**config.mk**
```make
export PLATFORM = sky130hd
export DESIGN_NAME = lcg_seed_recovery_15bit_halves
export DESIGN_NICKNAME = d
export VERILOG_FILES = /design/src/rtl/lsr15_pkg.sv /design/src/rtl/lcg_seed_recovery_15bit_halves.sv
export SDC_FILE = /design/constraint.sdc
export NUM_CORES = 2
export LEC_CHECK = 0
export BUFFER_PORTS_ARGS = -buffer_cell sky130_fd_sc_hd__clkbuf_2
export CAP_MARGIN = 20
export CELL_PAD_IN_SITES_DETAIL_PLACEMENT = 0
export CELL_PAD_IN_SITES_GLOBAL_PLACEMENT = 1
export CORE_UTILIZATION = 44
export CTS_CLUSTER_SIZE = 10
export DETAILED_ROUTE_END_ITERATION = 10
export PLACE_DENSITY_LB_ADDON = 0.1
export SLEW_MARGIN = 20
export SYNTH_ARGS = -nofsm -noshare
export SYNTH_HDL_FRONTEND = slang
export SYNTH_SLANG_ARGS = --single-unit
export TNS_END_PERCENT = 30
```
**constraint.sdc**
```tcl
create_clock -name clock -period 20.9 [get_ports clock]
set_input_delay 0 -clock clock [delete_from_list [all_inputs] [get_ports clock]]
set_output_delay 0 -clock clock [all_outputs]
set_load 0.01 [all_outputs]
```
**src/rtl/lsr15_pkg.sv**
```systemverilog
// Package for the 15-bit-halves LCG seed recovery block.
// Holds the generator constants and the sizes of the divider pipeline.
// Depends on nothing.
package lsr15_pkg;

   localparam logic [17:0] LcgMult     = 18'h343FD;
   localparam logic [31:0] LcgSub      = 32'h0025_9EC4;
   // Offsets above this value leave room for only six candidates.
   localparam logic [30:0] SixLaneMax  = 31'h43FA_BC02;
   localparam logic [17:0] LowLimit    = 18'h10000;
   localparam int          NumLanes    = 7;
   localparam int          DivSteps    = 17;
   localparam int          StepsPerStg = 3;
   localparam int          DivStages   = (DivSteps + StepsPerStg - 1) / StepsPerStg;
   localparam int          NumStages   = DivStages + 1;

   typedef logic [NumLanes-1:0] lane_mask_type;

endpackage

```
**src/rtl/lcg_seed_recovery_15bit_halves.sv**
```systemverilog
// Top level of the LCG seed recovery block: front-end offset computation,
// a pipelined restoring divider over seven candidate lanes and a result serializer.
// Depends on lsr15_pkg.
//
// Usage:
// The req_ channel takes one beat holding six 5-bit values. Three of them form
// bits 16..30 of a first generator state, the other three those of the next
// state. The rsp_ channel returns every 32-bit first state consistent with both,
// one beat per candidate, each solution followed by the same word with bit 31
// flipped. rsp_last marks the final beat of an item. When no state fits, a
// single beat with rsp_found low, rsp_recovered_seed zero and rsp_last high is
// returned.
// A request may enter every cycle while req_stall is low; the seven lanes are
// divided by the constant multiplier in a six-stage restoring divider, up to
// three quotient bits per stage. The serializer sets the sustained rate: an item
// takes one beat when nothing matches and two beats per solution otherwise.
// Reset empties the pipeline and the serializer. When the receiver stalls, the
// current response beat holds, and the whole pipeline stalls behind its waiting
// final stage and then stalls the request channel; no beat is lost or repeated.
module lcg_seed_recovery_15bit_halves
   import lsr15_pkg::*;
(
   input  logic        clock,
   input  logic        reset,
   input  logic        req_valid,
   output logic        req_stall,
   input  logic [4:0]  req_health_iv,
   input  logic [4:0]  req_attack_iv,
   input  logic [4:0]  req_defense_iv,
   input  logic [4:0]  req_special_attack_iv,
   input  logic [4:0]  req_special_defense_iv,
   input  logic [4:0]  req_speed_iv,
   output logic        rsp_valid,
   input  logic        rsp_stall,
   output logic [31:0] rsp_recovered_seed,
   output logic        rsp_found,
   output logic        rsp_last
);

   localparam int Last = NumStages - 1;

   // Pipeline registers. Stage 0 holds the offset t; stages 1.. hold the
   // partial remainders and quotients of every lane.
   logic        vld_ff   [NumStages];
   logic        vld_in   [NumStages];
   logic [30:0] t_ff     [NumStages];
   logic [30:0] t_in     [NumStages];
   logic [14:0] first_ff [NumStages];
   logic [14:0] first_in [NumStages];
   logic        six_ff   [NumStages];
   logic        six_in   [NumStages];
   logic [17:0] rem_ff   [1:Last][NumLanes];
   logic [17:0] rem_in   [1:Last][NumLanes];
   logic [16:0] quo_ff   [1:Last][NumLanes];
   logic [16:0] quo_in   [1:Last][NumLanes];

   // Serializer registers.
   logic          ser_vld_ff, ser_vld_in;
   lane_mask_type mask_ff, mask_in;
   logic [15:0]   low_ff [NumLanes];
   logic [15:0]   low_in [NumLanes];
   logic [14:0]   sfirst_ff, sfirst_in;
   logic          half_ff, half_in;
   logic          found_ff, found_in;

   logic          advance;
   logic          ser_load;
   logic          rsp_accept;
   lane_mask_type match;
   lane_mask_type lane_sel;
   logic [15:0]   sel_low;

   logic [14:0] f15, s15;
   logic [15:0] prod;
   logic [30:0] diff;

   assign rsp_accept = rsp_valid && !rsp_stall;
   assign ser_load   = vld_ff[Last] && (!ser_vld_ff || (rsp_accept && rsp_last));
   assign advance    = !vld_ff[Last] || ser_load;
   assign req_stall  = !advance;

   // Front end: the second state's upper half minus the contribution of the
   // first state's known bits gives the offset t in its low 31 bits.
   always_comb begin
      f15  = {req_defense_iv, req_attack_iv, req_health_iv};
      s15  = {req_special_defense_iv, req_special_attack_iv, req_speed_iv};
      prod = 16'(32'(LcgMult) * 32'(f15));
      diff = 31'({s15, 16'h0000} - {prod, 16'h0000} - LcgSub);
   end

   // Divider stages: restoring division of {k, t} by the multiplier.
   always_comb begin
      logic [17:0] rr;
      logic [16:0] qq;
      logic [18:0] w;
      int          idx;
      vld_in[0]   = req_valid;
      t_in[0]     = diff;
      first_in[0] = f15;
      six_in[0]   = (diff <= SixLaneMax);
      for (int s = 1; s < NumStages; s++) begin
         vld_in[s]   = vld_ff[s-1];
         t_in[s]     = t_ff[s-1];
         first_in[s] = first_ff[s-1];
         six_in[s]   = six_ff[s-1];
         for (int l = 0; l < NumLanes; l++) begin
            if (s == 1) begin
               rr = {1'b0, 3'(l), t_ff[0][30:17]};
               qq = '0;
            end else begin
               rr = rem_ff[s-1][l];
               qq = quo_ff[s-1][l];
            end
            for (int j = 0; j < StepsPerStg; j++) begin
               idx = (s - 1) * StepsPerStg + j;
               if (idx < DivSteps) begin
                  w = {rr, t_ff[s-1][DivSteps-1-idx]};
                  if (w >= 19'(LcgMult)) begin
                     w  = w - 19'(LcgMult);
                     qq = {qq[15:0], 1'b1};
                  end else begin
                     qq = {qq[15:0], 1'b0};
                  end
                  rr = w[17:0];
               end
            end
            rem_in[s][l] = rr;
            quo_in[s][l] = qq;
         end
      end
   end

   always_ff @(posedge clock) begin
      if (advance) begin
         for (int s = 0; s < NumStages; s++) begin
            t_ff[s]     <= t_in[s];
            first_ff[s] <= first_in[s];
            six_ff[s]   <= six_in[s];
         end
         for (int s = 1; s < NumStages; s++) begin
            for (int l = 0; l < NumLanes; l++) begin
               rem_ff[s][l] <= rem_in[s][l];
               quo_ff[s][l] <= quo_in[s][l];
            end
         end
      end
   end

   always_ff @(posedge clock) begin
      if (reset) begin
         for (int s = 0; s < NumStages; s++) vld_ff[s] <= 1'b0;
      end else if (advance) begin
         for (int s = 0; s < NumStages; s++) vld_ff[s] <= vld_in[s];
      end
   end

   // A lane matches when its remainder fits in 16 bits; the seventh lane
   // exists only for small offsets.
   always_comb begin
      for (int l = 0; l < NumLanes; l++) begin
         match[l] = (rem_ff[Last][l] < LowLimit) && ((l < NumLanes - 1) || six_ff[Last]);
      end
   end

   // Lowest pending lane is the one being emitted.
   always_comb begin
      lane_sel = mask_ff & (~mask_ff + lane_mask_type'(1));
      sel_low  = '0;
      for (int l = 0; l < NumLanes; l++) begin
         if (lane_sel[l]) sel_low = low_ff[l];
      end
      rsp_valid          = ser_vld_ff;
      rsp_found          = found_ff;
      rsp_recovered_seed = found_ff ? {half_ff, sfirst_ff, sel_low} : 32'h0;
      rsp_last           = !found_ff ||
                           (half_ff && ((mask_ff & (mask_ff - lane_mask_type'(1))) == '0));
   end

   always_comb begin
      ser_vld_in = ser_vld_ff;
      mask_in    = mask_ff;
      sfirst_in  = sfirst_ff;
      half_in    = half_ff;
      found_in   = found_ff;
      for (int l = 0; l < NumLanes; l++) low_in[l] = low_ff[l];
      if (ser_load) begin
         ser_vld_in = 1'b1;
         mask_in    = match;
         sfirst_in  = first_ff[Last];
         half_in    = 1'b0;
         found_in   = |match;
         for (int l = 0; l < NumLanes; l++) low_in[l] = quo_ff[Last][l][15:0];
      end else if (rsp_accept) begin
         if (rsp_last) begin
            ser_vld_in = 1'b0;
         end else if (half_ff) begin
            mask_in = mask_ff & ~lane_sel;
            half_in = 1'b0;
         end else begin
            half_in = 1'b1;
         end
      end
   end

   always_ff @(posedge clock) begin
      if (reset) begin
         ser_vld_ff <= 1'b0;
      end else begin
         ser_vld_ff <= ser_vld_in;
      end
      mask_ff   <= mask_in;
      sfirst_ff <= sfirst_in;
      half_ff   <= half_in;
      found_ff  <= found_in;
      for (int l = 0; l < NumLanes; l++) low_ff[l] <= low_in[l];
   end

   // An empty answer is always a single, final beat.
   a_empty_is_last: assert property (@(posedge clock) disable iff (reset)
      (rsp_valid && !rsp_found) |-> rsp_last)
      else $error("empty answer not marked last");

   // A pending solution always has a lane to emit.
   a_found_has_lane: assert property (@(posedge clock) disable iff (reset)
      (rsp_valid && rsp_found) |-> $onehot(lane_sel))
      else $error("found beat without a pending lane");

   // The final pipeline stage is never overwritten while it waits.
   a_hold_last_stage: assert property (@(posedge clock) disable iff (reset)
      (vld_ff[Last] && !advance) |=> (vld_ff[Last] && $stable(t_ff[Last])))
      else $error("stalled stage changed");

   // The flipped copy of a solution follows only after its plain beat.
   a_half_order: assert property (@(posedge clock) disable iff (reset)
      (rsp_accept && rsp_found && !rsp_last && !half_ff) |=> (rsp_valid && half_ff))
      else $error("flipped copy missing");

endmodule

```
[After elaboration in Yosys (flattened, before gate mapping)]
Memories as Yosys holds them, arrays and structs flattened. A register that Yosys moved wholly into a read port is not among the register bits.
Cells that the tools add are included.
Word-level totals
  register bits: 10
  bits in latches: 0
  bits in writable memories: 1918
  ROM bits: 0
  bits of input ports: 34
  output and inout port bits: 36
  word-level logic and storage cells: 565
  memories kept: 7
Memories
  rem_ff: words 6, bits a word 126, rd ports 6, clocked after Yosys merged registers in 0, wr ports 6, RTL line lcg_seed_recovery_15bit_halves.sv:52  | logic [17:0] rem_ff [1:Last][NumLanes];
  quo_ff: words 6, bits a word 119, rd ports 6, clocked after Yosys merged registers in 0, wr ports 6, RTL line lcg_seed_recovery_15bit_halves.sv:54  | logic [16:0] quo_ff [1:Last][NumLanes];
  t_ff: words 7, bits a word 31, rd ports 6, clocked after Yosys merged registers in 0, wr ports 7, RTL line lcg_seed_recovery_15bit_halves.sv:46  | logic [30:0] t_ff [NumStages];
  low_ff: words 7, bits a word 16, rd ports 7, clocked after Yosys merged registers in 0, wr ports 7, RTL line lcg_seed_recovery_15bit_halves.sv:60  | logic [15:0] low_ff [NumLanes];
  first_ff: words 7, bits a word 15, rd ports 7, clocked after Yosys merged registers in 1, wr ports 7, RTL line lcg_seed_recovery_15bit_halves.sv:48  | logic [14:0] first_ff [NumStages];
  six_ff: words 7, bits a word 1, rd ports 7, clocked after Yosys merged registers in 0, wr ports 7, RTL line lcg_seed_recovery_15bit_halves.sv:50  | logic six_ff [NumStages];
  1 more memories
Cells by class
  add/sub/neg operators: 123
  multiply operators: 1
  divide/modulo/power cells: 0
  $lt $le $gt $ge: 127
  equal/unequal tests: 1
  shift operators: 0
  mux-type cells: 268
  bitwise gates (word level): 13
  reduce and logical (&&, ||, !) cells: 21
Operators by type and width (number)
  2-to-1 mux 18 bit: 119
  greater-or-equal comparator 19 x 18 -> 1 bit, second input constant: 112
  subtractor 18 bit, second input constant: 114
  2-to-1 mux 1 bit: 136
  < comparator 18 x 17 -> 1 bit, second input constant: 7
  2-to-1 mux 112 bit: 1
  2-to-1 mux 16 bit: 7
  greater-or-equal comparator 18 bit, second input constant: 3
  greater-or-equal comparator 17 x 18 -> 1 bit, second input constant: 2
  subtractor 17 x 18 -> 18 bit, second input constant: 2
  2-to-1 mux 32 bit: 1
  less-or-equal comparator 31 bit, second input constant: 1
  subtractor 31 x 22 -> 31 bit, second input constant: 1
  subtractor 31 bit: 1
  2-to-1 mux 7 bit: 4
  bitwise AND 7 bit: 3
  greater-or-equal comparator 15 x 18 -> 1 bit, second input constant: 1
  greater-or-equal comparator 16 x 18 -> 1 bit, second input constant: 1
  multiplier 18 x 15 -> 15 bit, first input constant: 1
  subtractor 15 x 18 -> 18 bit, second input constant: 1
  subtractor 16 x 18 -> 18 bit, second input constant: 1
  subtractor 17 x 17 -> 18 bit, second input constant: 1
  inverter 7 bit: 2
  adder 7 x 1 -> 7 bit, second input constant: 1
  12 further kinds: 31

[Logic depth before layout (Yosys ltp)]
  word-level depth: 13
  gate-level depth with buffers: 28
  depth with buffers taken out: 24

[Worst setup path before layout]
OpenSTA, ideal clock, no wires.
  kind: reg2reg
  start point: reg mask_ff[3]
  end point: mem vld_ff[0], data pin
  library setup time: 134 ps
  data arrival time: 17345 ps
  required time: 20766 ps
  path slack: 3422 ps
  cell stages (with the launch flop): 11
  buffers on the path: 1
  path through: edfxtp_1 clkbuf_1 nor4_1 o21ai_0 o31ai_1 a31oi_1 o21ai_0 or2_2 inv_1 nor2_1 and2_1
RTL lines
  start, declared: RTL line lcg_seed_recovery_15bit_halves.sv:59  | lane_mask_type mask_ff, mask_in;
  start signal, assigned: RTL line lcg_seed_recovery_15bit_halves.sv:211  | mask_ff <= mask_in;
  end, declared: RTL line lcg_seed_recovery_15bit_halves.sv:44  | logic vld_ff [NumStages];

==> metrics.md <==
| Metric | Value |
|---|---|
| Netlist cell types | 127 |
| Avg WL per Cell | 18.75 µm |
| Setup Skew | 0.03138 ns |
| Vias | between 70000 and 80000 |
| Largest area contributor in the netlist | edfxtp_1 |
| Initial core utilization | 44.24% |
| Worst reg2reg path startpoint | rem_ff[0][325]$_DFFE_PN_ |
| First-pass GRT wire length | 368400 µm |
| Slack of the worst reg-to-reg path | between 10 and 15 ns |
| Hold Crit Class | primary input to flip-flop |
| Max-slew violation count | 0 |
| Sequential Area | about 37000 µm² |
| TNS Setup | 0 ns |
| Post-CTS sizing | 0 |
| Final setup violation count | 0 |
| Slew HR | 23.76% |
| F_max | between 100 and 150 MHz |
| Mapped Area | 89330 µm² |
| Top post-synthesis cells by count | edfxtp_1, nand2_1, xnor2_1, nor2_1, a21oi_1 |
| Area post-placement | between 90000 and 100000 µm² |
| # fillers | 18890 |
| Share of the synthesized area in the top cell type | between 40% and 50% |
| Final Cell Area | between 90000 and 100000 µm² |
| Pre-CTS setup slack | 13.37 ns |
| Root Buffer | clkbuf_16 |
| Top cells by area, synth | edfxtp_1, xnor2_1, xor2_1, nand2_1, nor2_1 |
| Nature of the critical path endpoint | flip-flop |
| YS warnings | 0 |
| CP required | 21.44 ns |
| Layout area overhead | 8.589% |
| Setup bufs post-CTS | 0 |
| Hold path startpoint | rsp_stall |
| Fin crit period | 7.583 ns |
| Final Hold Viols | 0 |
| TritonCTS Buffers | 154 |
| Sequential area share after synthesis | between 40% and 50% |
| WP data arrival | 8.12 ns |
| Tcrit/Tclk final | 36.28% |
| Number of remaining DRC errors | 0 |
| GRT Total Usage | 21.76% |
| Status | complete, no violations |
| Most common cell in the netlist | edfxtp_1 |
| Util after Layout | 48.04% |
| Crit-path max cell delay | between 0.6 and 0.7 ns |
| Mapped Cells | about 9500 |
| Routability cong. | around 0.87 |
| Number of global-route vias before repair | 67270 |
| Clock-pin slew of the registers on the worst-case setup and hold paths | 0.05 ns |
| CTS H-tree lvls | 4 |
| Antenna Nets Post-Route | 0 |
| FF+latch count, synth | 1227 |
| Initial antenna violation count | 3 |
| Remaining global-route overflow | 0 |
| DRT iter0 DRCs | 5350 |
| DR vias/cell | roughly 5.9 |
| Placeable core area | ~200000 µm² |
| Worst-margin pin slew | 1.115 ns |
| Setup crit start kind | flip-flop |
| Port Buffers | 69 |
| Worst-Skew Late Latency | 0.82 ns |
| Slowest CP cell | a21boi_1 |
| Die W | 452.6 µm |
| Die ar. | 204800 µm² |
| Worst setup path startpoint | rem_ff[0][325]$_DFFE_PN_ |
| Io pins | 70 |
| Setup ws final | between 10 and 15 ns |
| Area occupied by multi-input gates | just under 50000 µm² |
| Kind of critical path | flip-flop to flip-flop |
| Clock Sink Count | 1227 |
| Unrepaired setup endpoints after global routing | false |
| Share of cells above drive strength 1 | 5.830% |
| Final wirelength | ~230000 µm |
| CP Cell Sequence | ha_1, and3_1, nand3_1, a21boi_1, nor2_1, inv_1, ha_1, inv_1, nor4_1, o21ai_0, or4_1, a21o_1, nand2_1, inv_1, ha_1, a21oi_1, nand2_1, o221ai_2, o21ai_0, xnor2_1 |
| Die height | roughly 450 µm |
| Syn_area_per_cell | 9.401 µm² |
| Post-synth EDFFs | 1225 |
| Worst-path fanout max | 19 |
| Ys flop type | edfxtp_1 |
| # nets final | 9691 |
| Mapped Nets | 9746 |
| Drt first pass iters | 6 |
| Async S/R FF share, synth | 0% |
| Clock buffer depth | 3 |
| Maxcap violations | 0 |
| Pin count of the biggest net entering global routing | 170 |
| CTS tree | done |
| Row cnt | roughly 170 |
| Hpwl dp | ~170000 µm |
[state kept, by name (all words and copies together), names as in the netlist]
signal     flops
rem_ff       636
quo_ff       327
first_ff     105
low_ff       105
sfirst_ff     15
t_ff          15
mask_ff        7
six_ff         7
vld_ff         7
half_ff        1
rsp_found      1
rsp_valid      1
[cells by family after synthesis]
| kind of cell | count (synthesis) | share of synthesized area [%] |
|---|---|---|
| compound gates | 2491 | 19.09 |
| xor+xnor | 1191 | 11.70 |
| fa+ha+maj | 216 | 3.303 |
| buf+inv | 801 | 3.478 |
| flops | 1227 | 41.22 |
| mux | 136 | 1.593 |
| simple gates | 3440 | 19.61 |
[final cells by class]
| type | count | area share [%] |
|---|---|---|
| multi-input cells | 7474 | 50.95 |
| clock buffers | 172 | 4.064 |
| diodes | 2 | 0.005160 |
| clock inverters | 57 | 0.6811 |
| well taps | 2672 | 3.447 |
| repair buffers | 165 | 1.243 |
| inverters | 425 | 1.650 |
| flip-flops and latches | 1227 | 37.96 |
[cells in the final DEF, fill, tap and decap left out, types with 161 or more instances in the layout]
| cell | count |
|---|---|
| a21oi_1 | 523 |
| a31oi_1 | 179 |
| and2_1 | 161 |
| edfxtp_1 | 1225 |
| ha_1 | 175 |
| inv_1 | 393 |
| nand2_1 | 871 |
| nand3_1 | 350 |
| nor2_1 | 701 |
| nor3_1 | 268 |
| o21ai_0 | 457 |
| xnor2_1 | 813 |
| xor2_1 | 375 |
[metal layers]
layer / GRT usage, % / up-vias / part of all wire [%]
li1: - / 35610 / -
met3: 2.401 / 254 / 3.5
met4: 5.546 / 0 / 2.0
met2: 34.40 / 1418 / 45
met1: 31.58 / 34160 / 49
met5: 0 / - / 0
[worst max-delay path: cells and delay by family (launching register included)]
family / cells / cell delay, ns
xor+xnor: 1 / 0.18
simple gates: 7 / 2.36
buf+inv: 3 / 0.80
flops: 1 / 0.52
compound gates: 6 / 2.35
fa+ha+maj: 3 / 1.08
[what timing repair did]
item                                   4_1_cts  5_1_grt
endpoints found under the hold margin       52        0
hold buffers                                51        0
setup endpoints to repair                    0        0
[stage by stage]
stage	hold slack (ns)	std cells
floorplan	0.06907	9502
global placement	0.2148	11910
detailed placement	0.2140	11910
CTS	0.01538	12190
global route	0.08684	12190
finish	0.09279	12190
[path summary, 6_finish.rpt]
kind | endpoint | depth (start not counted)
worst min register to register | quo_ff[0][515]$_DFFE_PN_ | 0
worst max-delay path | rem_ff[0][466]$_DFFE_PN_ | 20
worst max register to register | rem_ff[0][466]$_DFFE_PN_ | 20
worst min-delay path | half_ff$_SDFFE_PP0P_ | 5
Power is not shown: default switching activity piles up to over one toggle a cycle in this logic, so the estimate is an artifact.
